<file path="src/rtl/core/eur_pkg.sv">
// eur_pkg: shared widths, register indexes and item types of the echo ranger core
// no dependencies; imported by every other file of the core
`default_nettype none

package eur_pkg;

	localparam int NumSensors = 4;
	localparam int SensW      = 2;
	localparam int SelCmpW    = SensW + 1;
	localparam int EchoW      = 4;
	localparam int TickW      = 16;
	localparam int PerW       = 8;
	localparam int ScaleW     = 16;
	localparam int ProdW      = TickW + ScaleW;
	localparam int DistShift  = 8;
	localparam int DistW      = 24;
	localparam int CfgIdxW    = 3;
	localparam int CfgDataW   = 16;

	typedef enum logic [CfgIdxW-1:0] {
		CFG_TRIG_LOW   = 3'd0,
		CFG_TRIG_HIGH  = 3'd1,
		CFG_SETTLE     = 3'd2,
		CFG_PERIOD     = 3'd3,
		CFG_SCALE      = 3'd4
	} cfg_idx_t;

	typedef struct packed {
		logic [TickW-1:0]  trigger_low_ticks;
		logic [TickW-1:0]  trigger_high_ticks;
		logic [TickW-1:0]  settle_ticks;
		logic [PerW-1:0]   count_period_ticks;
		logic [ScaleW-1:0] distance_scale_q16;
	} cfg_t;

	typedef struct packed {
		logic             command;
		logic [SensW-1:0] sensor_select;
		logic [EchoW-1:0] echo_levels;
	} tick_item_t;

	typedef struct packed {
		logic [EchoW-1:0] trigger_lines;
		logic             busy_res;
		logic             done_res;
		logic [SensW-1:0] measured_sensor;
		logic [DistW-1:0] distance_q8;
	} report_item_t;

endpackage

`default_nettype wire

</file>
<file path="src/rtl/core/eur_if.sv">
// eur_tick_if and eur_report_if: valid/ready channels of the echo ranger core
// depends on eur_pkg
`default_nettype none

interface eur_tick_if import eur_pkg::*; ();
	logic             valid;
	logic             ready;
	logic             command;
	logic [SensW-1:0] sensor_select;
	logic [EchoW-1:0] echo_levels;

	modport source (output valid, output command, output sensor_select,
		output echo_levels, input ready);
	modport sink (input valid, input command, input sensor_select,
		input echo_levels, output ready);
endinterface

interface eur_report_if import eur_pkg::*; ();
	logic             valid;
	logic             ready;
	logic [EchoW-1:0] trigger_lines;
	logic             busy_res;
	logic             done_res;
	logic [SensW-1:0] measured_sensor;
	logic [DistW-1:0] distance_q8;

	modport source (output valid, output trigger_lines, output busy_res,
		output done_res, output measured_sensor, output distance_q8, input ready);
	modport sink (input valid, input trigger_lines, input busy_res,
		input done_res, input measured_sensor, input distance_q8, output ready);
endinterface

`default_nettype wire

</file>
<file path="src/rtl/core/eur_cfg.sv">
// eur_cfg: configuration register file of the echo ranger core
// depends on eur_pkg
`default_nettype none

module eur_cfg import eur_pkg::*; (
	input  wire logic                clk,
	input  wire logic                arst_n,
	input  wire logic                cfg_we,
	input  wire logic [CfgIdxW-1:0]  cfg_index,
	input  wire logic [CfgDataW-1:0] cfg_data,
	output cfg_t                     cfg
);

	cfg_t cfg_q;

	always_ff @(posedge clk or negedge arst_n) begin
		if (!arst_n) begin
			cfg_q.trigger_low_ticks  <= TickW'(6);
			cfg_q.trigger_high_ticks <= TickW'(20);
			cfg_q.settle_ticks       <= TickW'(500);
			cfg_q.count_period_ticks <= PerW'(4);
			cfg_q.distance_scale_q16 <= ScaleW'(6884);
		end else if (cfg_we) begin
			unique case (cfg_index)
				CFG_TRIG_LOW:  cfg_q.trigger_low_ticks  <= cfg_data[TickW-1:0];
				CFG_TRIG_HIGH: cfg_q.trigger_high_ticks <= cfg_data[TickW-1:0];
				CFG_SETTLE:    cfg_q.settle_ticks       <= cfg_data[TickW-1:0];
				CFG_PERIOD:    cfg_q.count_period_ticks <= cfg_data[PerW-1:0];
				CFG_SCALE:     cfg_q.distance_scale_q16 <= cfg_data[ScaleW-1:0];
				default: ;
			endcase
		end
	end

	assign cfg = cfg_q;

endmodule

`default_nettype wire

</file>
<file path="src/rtl/core/eur_dist.sv">
// eur_dist: period count times Q16 scale, scaled down to centimetres in Q8
// depends on eur_pkg
`default_nettype none

module eur_dist import eur_pkg::*; (
	input  wire logic [TickW-1:0]  period_count,
	input  wire logic [ScaleW-1:0] scale_q16,
	output      logic [DistW-1:0]  distance_q8
);

	logic [ProdW-1:0] prod;

	assign prod        = ProdW'(period_count) * ProdW'(scale_q16);
	assign distance_q8 = prod[DistShift +: DistW];

endmodule

`default_nettype wire

</file>
<file path="src/rtl/core/eur_seq.sv">
// eur_seq: trigger/settle/echo sequencer state and registered report payload
// depends on eur_pkg and eur_dist
`default_nettype none

module eur_seq import eur_pkg::*; (
	input  wire logic       clk,
	input  wire logic       arst_n,
	input  wire logic       adv,
	input  wire tick_item_t item_s1,
	input  wire cfg_t       cfg,
	output report_item_t    report_q
);

	typedef enum logic [2:0] {
		PH_IDLE      = 3'd0,
		PH_TRIG_LOW  = 3'd1,
		PH_TRIG_HIGH = 3'd2,
		PH_SETTLE    = 3'd3,
		PH_WAIT_RISE = 3'd4,
		PH_COUNT     = 3'd5
	} phase_t;

	phase_t             phase_q, phase_d;
	logic [TickW-1:0]   tick_cnt_q, tick_cnt_d, tick_inc, limit;
	logic [PerW-1:0]    sub_q, sub_d, sub_next, per;
	logic [PerW:0]      sub_inc;
	logic [TickW-1:0]   echo_cnt_q, echo_cnt_d;
	logic [SensW-1:0]   active_q, active_d;
	logic               echo_high, done;
	logic [DistW-1:0]   prod_dist;

	// skip timed phases of zero length
	function automatic phase_t enter_phase(input phase_t p, input cfg_t c);
		phase_t r;
		r = p;
		if (r == PH_TRIG_LOW && c.trigger_low_ticks == '0)
			r = PH_TRIG_HIGH;
		if (r == PH_TRIG_HIGH && c.trigger_high_ticks == '0)
			r = PH_SETTLE;
		if (r == PH_SETTLE && c.settle_ticks == '0)
			r = PH_WAIT_RISE;
		return r;
	endfunction

	eur_dist u_dist (
		.period_count (echo_cnt_q),
		.scale_q16    (cfg.distance_scale_q16),
		.distance_q8  (prod_dist)
	);

	assign echo_high = item_s1.echo_levels[active_q];
	assign per       = (cfg.count_period_ticks == '0) ? PerW'(1) : cfg.count_period_ticks;
	assign sub_inc   = {1'b0, sub_q} + (PerW+1)'(1);
	assign sub_next  = (sub_inc >= {1'b0, per}) ? '0 : sub_inc[PerW-1:0];
	assign tick_inc  = tick_cnt_q + TickW'(1);

	always_comb begin
		phase_d    = phase_q;
		tick_cnt_d = tick_cnt_q;
		sub_d      = sub_q;
		echo_cnt_d = echo_cnt_q;
		active_d   = active_q;
		done       = 1'b0;
		limit      = cfg.settle_ticks;
		unique case (phase_q)
			PH_IDLE: begin
				if (item_s1.command &&
					({1'b0, item_s1.sensor_select} < SelCmpW'(NumSensors))) begin
					active_d   = item_s1.sensor_select;
					echo_cnt_d = '0;
					sub_d      = '0;
					phase_d    = enter_phase(PH_TRIG_LOW, cfg);
					tick_cnt_d = '0;
				end
			end
			PH_TRIG_LOW, PH_TRIG_HIGH, PH_SETTLE: begin
				if (phase_q == PH_TRIG_LOW)
					limit = cfg.trigger_low_ticks;
				else if (phase_q == PH_TRIG_HIGH)
					limit = cfg.trigger_high_ticks;
				tick_cnt_d = tick_inc;
				if (tick_inc >= limit) begin
					tick_cnt_d = '0;
					if (phase_q == PH_TRIG_LOW)
						phase_d = enter_phase(PH_TRIG_HIGH, cfg);
					else if (phase_q == PH_TRIG_HIGH)
						phase_d = enter_phase(PH_SETTLE, cfg);
					else
						phase_d = PH_WAIT_RISE;
				end
			end
			PH_WAIT_RISE: begin
				if (echo_high) begin
					echo_cnt_d = TickW'(1);
					sub_d      = (per == PerW'(1)) ? '0 : PerW'(1);
					phase_d    = PH_COUNT;
				end
			end
			PH_COUNT: begin
				if (sub_q != '0) begin
					sub_d = sub_next;
				end else if (echo_high) begin
					if (echo_cnt_q != '1)
						echo_cnt_d = echo_cnt_q + TickW'(1);
					sub_d = sub_next;
				end else begin
					done    = 1'b1;
					phase_d = PH_IDLE;
					sub_d   = '0;
				end
			end
			default: phase_d = PH_IDLE;
		endcase
	end

	always_ff @(posedge clk or negedge arst_n) begin
		if (!arst_n) begin
			phase_q    <= PH_IDLE;
			tick_cnt_q <= '0;
			sub_q      <= '0;
			echo_cnt_q <= '0;
			active_q   <= '0;
			report_q   <= '0;
		end else if (adv) begin
			phase_q    <= phase_d;
			tick_cnt_q <= tick_cnt_d;
			sub_q      <= sub_d;
			echo_cnt_q <= echo_cnt_d;
			active_q   <= active_d;
			report_q.trigger_lines   <= (phase_d == PH_TRIG_HIGH) ?
				(EchoW'(1) << active_d) : '0;
			report_q.busy_res        <= (phase_d != PH_IDLE);
			report_q.done_res        <= done;
			report_q.measured_sensor <= active_d;
			report_q.distance_q8     <= done ? prod_dist : '0;
		end
	end

endmodule

`default_nettype wire

</file>
<file path="src/rtl/core/ultrasonic_echo_ranger_core.sv">
// ultrasonic_echo_ranger_core: top level of the four-channel echo ranger
// depends on eur_pkg, eur_if, eur_cfg, eur_seq
//
//   channel  | dir | contents
//   tick     | in  | command, sensor_select, echo_levels; one time tick
//   report   | out | trigger_lines, busy_res, done_res, measured_sensor, distance_q8
//   cfg_*    | in  | write enable, register index, 16-bit data
//
// one item a cycle sustained while the report is not stalled; a tick passes the tick register, then the report register
// the tick register feeds the sequencer and the product of period count and scale
// registered into the report register in the same cycle
// a stalled report holds both stages; the tick register still takes an item if empty
// reset clears valid flags, sequencer state and configuration to defaults
`default_nettype none

module ultrasonic_echo_ranger_core import eur_pkg::*; (
	input  wire logic                clk,
	input  wire logic                arst_n,
	eur_tick_if.sink                 tick,
	eur_report_if.source             report,
	input  wire logic                cfg_we,
	input  wire logic [CfgIdxW-1:0]  cfg_index,
	input  wire logic [CfgDataW-1:0] cfg_data
);

	cfg_t         cfg;
	tick_item_t   item_s1;
	logic         valid_s1;
	logic         res_valid_q;
	logic         adv;
	report_item_t report_q;

	assign adv        = valid_s1 && (!res_valid_q || report.ready);
	assign tick.ready = !valid_s1 || !res_valid_q || report.ready;

	always_ff @(posedge clk or negedge arst_n) begin
		if (!arst_n) begin
			valid_s1    <= 1'b0;
			res_valid_q <= 1'b0;
		end else begin
			if (tick.ready)
				valid_s1 <= tick.valid;
			if (adv)
				res_valid_q <= 1'b1;
			else if (report.ready)
				res_valid_q <= 1'b0;
		end
	end

	always_ff @(posedge clk) begin
		if (tick.ready && tick.valid) begin
			item_s1.command       <= tick.command;
			item_s1.sensor_select <= tick.sensor_select;
			item_s1.echo_levels   <= tick.echo_levels;
		end
	end

	eur_cfg u_cfg (
		.clk       (clk),
		.arst_n    (arst_n),
		.cfg_we    (cfg_we),
		.cfg_index (cfg_index),
		.cfg_data  (cfg_data),
		.cfg       (cfg)
	);

	eur_seq u_seq (
		.clk      (clk),
		.arst_n   (arst_n),
		.adv      (adv),
		.item_s1  (item_s1),
		.cfg      (cfg),
		.report_q (report_q)
	);

	assign report.valid           = res_valid_q;
	assign report.trigger_lines   = report_q.trigger_lines;
	assign report.busy_res        = report_q.busy_res;
	assign report.done_res        = report_q.done_res;
	assign report.measured_sensor = report_q.measured_sensor;
	assign report.distance_q8     = report_q.distance_q8;

endmodule

`default_nettype wire

</file>
<file path="src/flat_wrapper.sv">
// flat-port wrapper written by rule: the top's interface ports become plain ports
module ultrasonic_echo_ranger_core_flat import eur_pkg::*;
  (clk, arst_n, cfg_we, cfg_index, cfg_data, tick_valid, tick_command, tick_sensor_select, tick_echo_levels, tick_ready, report_valid, report_trigger_lines, report_busy_res, report_done_res, report_measured_sensor, report_distance_q8, report_ready);
  eur_tick_if tick_i ();
  eur_report_if report_i ();
  input  wire logic clk;
  input  wire logic arst_n;
  input  wire logic cfg_we;
  input  wire logic [CfgIdxW-1:0] cfg_index;
  input  wire logic [CfgDataW-1:0] cfg_data;
  input wire logic [$bits(tick_i.valid)-1:0] tick_valid;
  input wire logic [$bits(tick_i.command)-1:0] tick_command;
  input wire logic [$bits(tick_i.sensor_select)-1:0] tick_sensor_select;
  input wire logic [$bits(tick_i.echo_levels)-1:0] tick_echo_levels;
  output wire logic [$bits(tick_i.ready)-1:0] tick_ready;
  output wire logic [$bits(report_i.valid)-1:0] report_valid;
  output wire logic [$bits(report_i.trigger_lines)-1:0] report_trigger_lines;
  output wire logic [$bits(report_i.busy_res)-1:0] report_busy_res;
  output wire logic [$bits(report_i.done_res)-1:0] report_done_res;
  output wire logic [$bits(report_i.measured_sensor)-1:0] report_measured_sensor;
  output wire logic [$bits(report_i.distance_q8)-1:0] report_distance_q8;
  input wire logic [$bits(report_i.ready)-1:0] report_ready;
  assign tick_i.valid = tick_valid;
  assign tick_i.command = tick_command;
  assign tick_i.sensor_select = tick_sensor_select;
  assign tick_i.echo_levels = tick_echo_levels;
  assign tick_ready = tick_i.ready;
  assign report_valid = report_i.valid;
  assign report_trigger_lines = report_i.trigger_lines;
  assign report_busy_res = report_i.busy_res;
  assign report_done_res = report_i.done_res;
  assign report_measured_sensor = report_i.measured_sensor;
  assign report_distance_q8 = report_i.distance_q8;
  assign report_i.ready = report_ready;
  ultrasonic_echo_ranger_core u_core (.clk(clk), .arst_n(arst_n), .tick(tick_i), .report(report_i), .cfg_we(cfg_we), .cfg_index(cfg_index), .cfg_data(cfg_data));
endmodule
</file>
<file path="config.mk">
export PLATFORM = sky130hd
export DESIGN_NAME = ultrasonic_echo_ranger_core_flat
export DESIGN_NICKNAME = d
export VERILOG_FILES = /design/src/rtl/core/eur_pkg.sv /design/src/rtl/core/eur_if.sv /design/src/rtl/core/eur_cfg.sv /design/src/rtl/core/eur_dist.sv /design/src/rtl/core/eur_seq.sv /design/src/rtl/core/ultrasonic_echo_ranger_core.sv /design/src/flat_wrapper.sv
export SDC_FILE = /design/constraint.sdc
export NUM_CORES = 1
export LEC_CHECK = 0
export BUFFER_PORTS_ARGS = -buffer_cell sky130_fd_sc_hd__buf_4
export CAP_MARGIN = 5
export CORE_AREA = 2 2 216 218
export DETAILED_ROUTE_END_ITERATION = 8
export DIE_AREA = 0 0 218 220
export GPL_ROUTABILITY_DRIVEN = 0
export GPL_TIMING_DRIVEN = 0
export PLACE_DENSITY = 0.47
export SYNTH_ARGS = -nofsm -noshare
export SYNTH_HDL_FRONTEND = slang
export SYNTH_SLANG_ARGS = --single-unit
</file>
<file path="constraint.sdc">
create_clock -name clk -period 12.77 [get_ports clk]
set_clock_uncertainty 0.2 [all_clocks]
set_input_delay 2.554 -clock clk [delete_from_list [all_inputs] [get_ports clk]]
set_output_delay 2.554 -clock clk [all_outputs]
set_load 0.01 [all_outputs]
</file>
## Yosys cells after proc, flatten, opt, wreduce, memory -nomap -nowiden

Index checks and enable logic that the tools add are counted.

| cells by class | value |
|---|---|
| muxes and demuxes | 51 |
| reduce and logical (&&, ||, !) cells | 30 |
| add/subtract/negate cells | 3 |
| equal/unequal tests | 20 |
| order comparisons | 3 |
| $mul | 1 |
| shifts and indexed selects | 1 |

Operators by type and width:

| kind | number |
|---|---|
| 16-bit two-way mux | 9 |
| 3-bit two-way mux | 18 |
| 16-bit logical NOT | 3 |
| 8-bit two-way mux | 6 |
| 16-bit one-hot mux with 3 select lines | 1 |
| 16-bit by 1-bit adder with 16-bit output (second input constant) | 2 |
| 16-bit by 16-bit multiplier with 32-bit output | 1 |
| 16-bit one-hot mux with 2 select lines | 1 |
| 3-bit by 2-bit equality test with 1-bit output (second input constant) | 8 |
| 24-bit two-way mux | 1 |
| 8-bit one-hot mux with 3 select lines | 1 |
| 16-bit >= comparator | 1 |
| 16-bit inequality test (second input constant) | 1 |
| 3-bit one-hot mux with 4 select lines | 1 |
| 2-bit AND reduction | 5 |
| 8-bit by 1-bit adder with 9-bit output (second input constant) | 1 |
| 3-bit equality test (second input constant) | 3 |
| 9-bit by 8-bit >= comparator with 1-bit output | 1 |
| 8-bit by 1-bit equality test with 1-bit output (second input constant) | 1 |
| 8-bit logical NOT | 1 |
| 1-bit two-way mux | 8 |
| 2-bit inequality test (second input constant) | 4 |
| 8-bit nonzero test | 1 |
| 7-bit AND reduction | 1 |
| 16 further kinds | 29 |

| word-level totals | value |
|---|---|
| register bits after elaboration | 156 |
| output and inout bits | 34 |
| input port bits | 31 |

## Logic depth before layout (Yosys ltp)

| depth | value |
|---|---|
| word-level depth | 16 |
| depth in mapped cells | 24 |
| mapped depth without buffers | 23 |

## Modules after synthesis

A second synthesis with hierarchy kept.

| unflattened totals | value |
|---|---|
| cell total of the unflattened synthesis | 1729 |
| area, all modules | 16711.0 sq um |

Modules (own cells, without submodules):

| module | area each (sq um) | cells each | sequential area each (sq um) | times used |
|---|---|---|---|---|
| eur_dist | 8670.8 | 1011 | 0.0 | 1 |
| eur_seq | 4972.3 | 547 | 1876.8 | 1 |
| eur_cfg | 2753.9 | 156 | 1824.2 | 1 |
| ultrasonic_echo_ranger_core | 314.1 | 15 | 260.2 | 1 |

## Worst setup path after synthesis

OpenSTA, ideal clock, no wires.

| path | value |
|---|---|
| kind | reg-to-reg |
| start | register u_core.u_cfg.cfg_q (netlist bit u_core.u_cfg.cfg[9]) |
| end | register, netlist name u_core.u_seq.report_q[23] |
| clock period less this slack | 6705 ps |
| buffers on the path | 2 |
| cell stages (with the launch flop) | 23 |
| arrival | 6434 ps |
| setup slack | 6065 ps |
| setup time | 70 ps |
| path through | dfstp_2 > clkbuf_1 > clkbuf_1 > nand2_1 > fa_1 > inv_1 > fa_1 > fa_1 > fa_1 > fa_1 > inv_1 > fa_1 > inv_1 > ha_1 > a21oi_1 > o21bai_1 > o41ai_2 > a21oi_2 > a21oi_2 > o21ai_2 > a221o_2 > a2111o_1 > nand3_1 |

| on the way | value |
|---|---|
| longest elaborated chain between the ends | 2 |

RTL lines:

| what | RTL line | RTL |
|---|---|---|
| start, declared | eur_cfg.sv:14 | `cfg_t cfg_q;` |
| 16-bit by 16-bit multiplier with 32-bit output | eur_dist.sv:13 | `assign prod = ProdW'(period_count) * ProdW'(scale_q16);` |
| 24-bit two-way mux | eur_seq.sv:135 | `report_q.distance_q8 <= done ? prod_dist : '0;` |

No other way between the ends.
A chain may end at the register's enable or synchronous reset.

## Final worst setup path

| path | value |
|---|---|
| start | register u_core.u_cfg.cfg_q (netlist bit u_core.u_cfg.cfg[9]) |
| end | register, netlist name u_core.u_seq.report_q[21] |

| on the way | value |
|---|---|
| longest elaborated chain between the ends | 2 |

RTL lines:

| what | RTL line |
|---|---|
| 16-bit by 16-bit multiplier with 32-bit output | eur_dist.sv:13 |
| 24-bit two-way mux | eur_seq.sv:135 |

No other way between the ends.

==> run metrics <==
CTS root buffer=clkbuf_16; Tcrit/Tclk final=63.46%; # diodes=0; Critical Path RT=12.91 ns; max_cap viols=0; Clock Latency Late Sink=0.48 ns; Worst Setup SP=u_core.u_cfg.cfg[9]; largest net degree at the start of global routing=107; leakage power=roughly 8.5 nW; Post-Syn Nets=1964; fmax=123.4 MHz; Fin. Hold Viols=0; Reg2Reg Depth=22; crit path kind=reg2reg; Slew HR=27.92%; register bit total from synthesis=156; total gr overflow=0; CTS Buf Count=17; dpl hpwl=between 30000 and 40000 um; worst setup path end=u_core.u_seq.report_q[21]; Final Instance Area=0.01766 mm2; arrival time worst endpoint=approximately 8.2 ns; most used cell, CP=fa_1; H-Tree Level Count=4; Worst setup EP type=flip-flop; CP Launch Type=flip-flop; CTS Hold Bufs=0; port buffer count=64; Critical Path Slowest Stage Cell=fa_1; number of flops mapped to enable cells by yosys=7; initial antenna violation count=0; CP max FO=10; Fillers=4667; CTS clk-pin slew, worst paths=0.06 ns; Clock Tree Buf Depth=2; vias per inst=4.940; Final setup viols=0; Max VDD drop=0.1174 mV; Pins Over Slew Limit=0; RSZ-0062 raised after global routing=false; Cell Area, Synth=0.01576 mm2; fin cells=2316; sequential element share of the synthesized area=25.14%; reg2reg setup slack=4.67 ns; Fin Setup TNS=0 ns; TritonCTS clock tree=done; PostCTS Resize Cnt=0; GRT Total Usage=19.22%; postcts setup bufs=0; area delta synth->final=12.08%; Clock Sinks=156; commonest non-fill, non-tap cell in the layout=inv_1; final net count=2049; I/O pin count=65; fraction of layout cells with a size suffix above 1=approximately an eighth; DP Area=0.01706 mm2; R2R Path End=u_core.u_seq.report_q[21]; number of unique standard cell types used by synthesis=66; Row Count=79; core area=0.04586 mm2; crit-path max cell delay=0.57 ns; post-synthesis cell count=1611; Avg WL per Cell=about 19 um; RR Startpoint=u_core.u_cfg.cfg[9]; initial drt markers=670; Avg Inst Size Synth=9.780 um2; Residual DRC=0; die area=0.04796 mm2; dpl cells=2284; Yosys Warn Count=0; Power Density=114.6 mW/mm2; initial core utilization=34.35%; number of global-route vias before repair=12.10k; commonest non-fill, non-tap cells in the layout=inv_1 (245), nand2_1 (210), fa_1 (193); HP Class=reg2reg; final core utilization=38.50%; TritonRoute pass-1 iters=5; Main synth FF type=dfrtp_1; crit-path cells=clkbuf_1, clkbuf_1, nand2_1, fa_1, inv_1, fa_1, fa_1, fa_1, fa_1, inv_1, fa_1, inv_1, ha_1, nand4_1, a2111oi_2, o41ai_2, a21oi_2, a21oi_2, o21ai_2, a31oi_1, xor2_1, o21ai_0; first-pass GRT wire length=69270 um; die extent in x=218 um; antenna viol nets, final=0; status=complete, no violations; drt total wl=42950 um; total number of vias=around 11k; Slew @ Worst Pin=1.072 ns; asr flop ratio synth=a little over nine tenths; min Tclk post-route=8.104 ns; die height=around 220 um; Worst Min Path Start=u_core.u_seq.report_q[29]
[state kept, by name, summed over array words and instances (netlist names)]
register and count:
u_core.u_seq.phase_q 3, u_core.item_s1 7, u_core.valid_s1 1, u_core.report.valid 1
u_core.u_seq.sub_q 8, u_core.u_cfg.cfg 72, u_core.u_seq.active_q 2, u_core.u_seq.echo_cnt_q 16
u_core.u_seq.tick_cnt_q 16, u_core.u_seq.report_q 30
[per-layer routing]
metal  vias to the layer above  wire (um)  GRT usage (%)  part of all wire, %
li1                       5395          -              -                    -
met1                      5839      19630          25.09                   46
met2                       163      20940          32.29                   49
met3                        43       1296          3.354                  3.0
met4                         0       1075          6.327                  2.5
met5                         -          0              0                    0
[cell families after synthesis]
| logic type | after synthesis | share of synthesized area [%] |
|---|---|---|
| AOI/OAI and AO/OA | 193 | 8.442 |
| buffers and inverters | 319 | 7.656 |
| DFF | 156 | 25.14 |
| adders and majority gates | 322 | 34.77 |
| and+or+nand+nor | 491 | 15.51 |
| muxes | 76 | 5.480 |
| xor gates and xnor gates | 54 | 3.002 |
[power breakdown]
group / switching [mW] / internal [mW]
registers: 0.0943 / 0.584
logic: 0.498 / 0.317
clock network: 0.231 / 0.300
total: 0.823 / 1.20
[cells in the mapped netlist (11+ instances only)]
cell	n	area (um2)
o22a_1	16	140.1
a21o_1	17	127.6
inv_1	245	919.6
xnor2_1	20	175.2
nand3_1	27	135.1
mux2_2	72	810.8
o22ai_1	17	106.4
fa_1	193	3864
a21oi_1	32	160.2
xor2_1	34	297.8
nor4_1	15	93.84
nand2_1	210	788.3
nand2b_1	21	131.4
dfrtp_1	131	3278
and2_1	117	732.0
ha_1	129	1614
nor2_1	41	153.9
dfstp_2	18	473.0
a22o_1	15	131.4
clkbuf_1	68	255.2
o21ai_0	42	210.2
and3_1	11	68.82
nand4_1	18	112.6
[worst max-delay path: cells and delay by family (launching register included)]
kind                     cells  cell delay (ns)
AO/OA/AOI/OAI                7             1.69
XOR/XNOR                     1             0.46
adder cells (fa/ha/maj)      7             3.52
buffers and inverters        5             1.18
flip-flops                   1             0.51
AND/OR/NAND/NOR              2             0.38
[layout make-up]
cell class	count	area [um2]	share of cell area, %
Inverter	245	919.6	5.208
Tap cell	607	759.5	4.301
Buffer	74	286.5	1.623
Timing Repair Buffer	66	526.8	2.983
Clock buffer	20	456.7	2.586
Sequential cell	156	3961	22.43
Clock inverter	12	137.6	0.7794
Multi-Input combinational cell	1136	10610	60.09
[worst min path at each step]
stage | end | slack [ns] | cells past startpoint
floorplan | u_core.u_cfg.cfg[16] | 0.27 | 1
global placement | u_core.u_seq.report_q[13] | 0.27 | 2
detailed placement | u_core.u_seq.report_q[26] | 0.27 | 2
CTS | u_core.u_seq.report_q[29] | 0.29 | 2
global route | u_core.u_seq.report_q[20] | 0.31 | 2
finish | u_core.u_seq.report_q[29] | 0.28 | 2
[stage by stage]
| stage | hold slack, ns | setup slack (ns) | total power, mW |
|---|---|---|---|
| final | 0.2847 | 4.666 | 2.024 |
| after global routing | 0.3090 | 4.245 | 2.199 |
| after CTS | 0.2905 | 4.515 | 2.062 |
| after detailed placement | 0.2741 | 4.522 | 1.508 |
| after global placement | 0.2700 | 4.515 | 1.497 |
| after floorplan | 0.2701 | 6.065 | 1.215 |
Power figures use the tool's default switching activity.
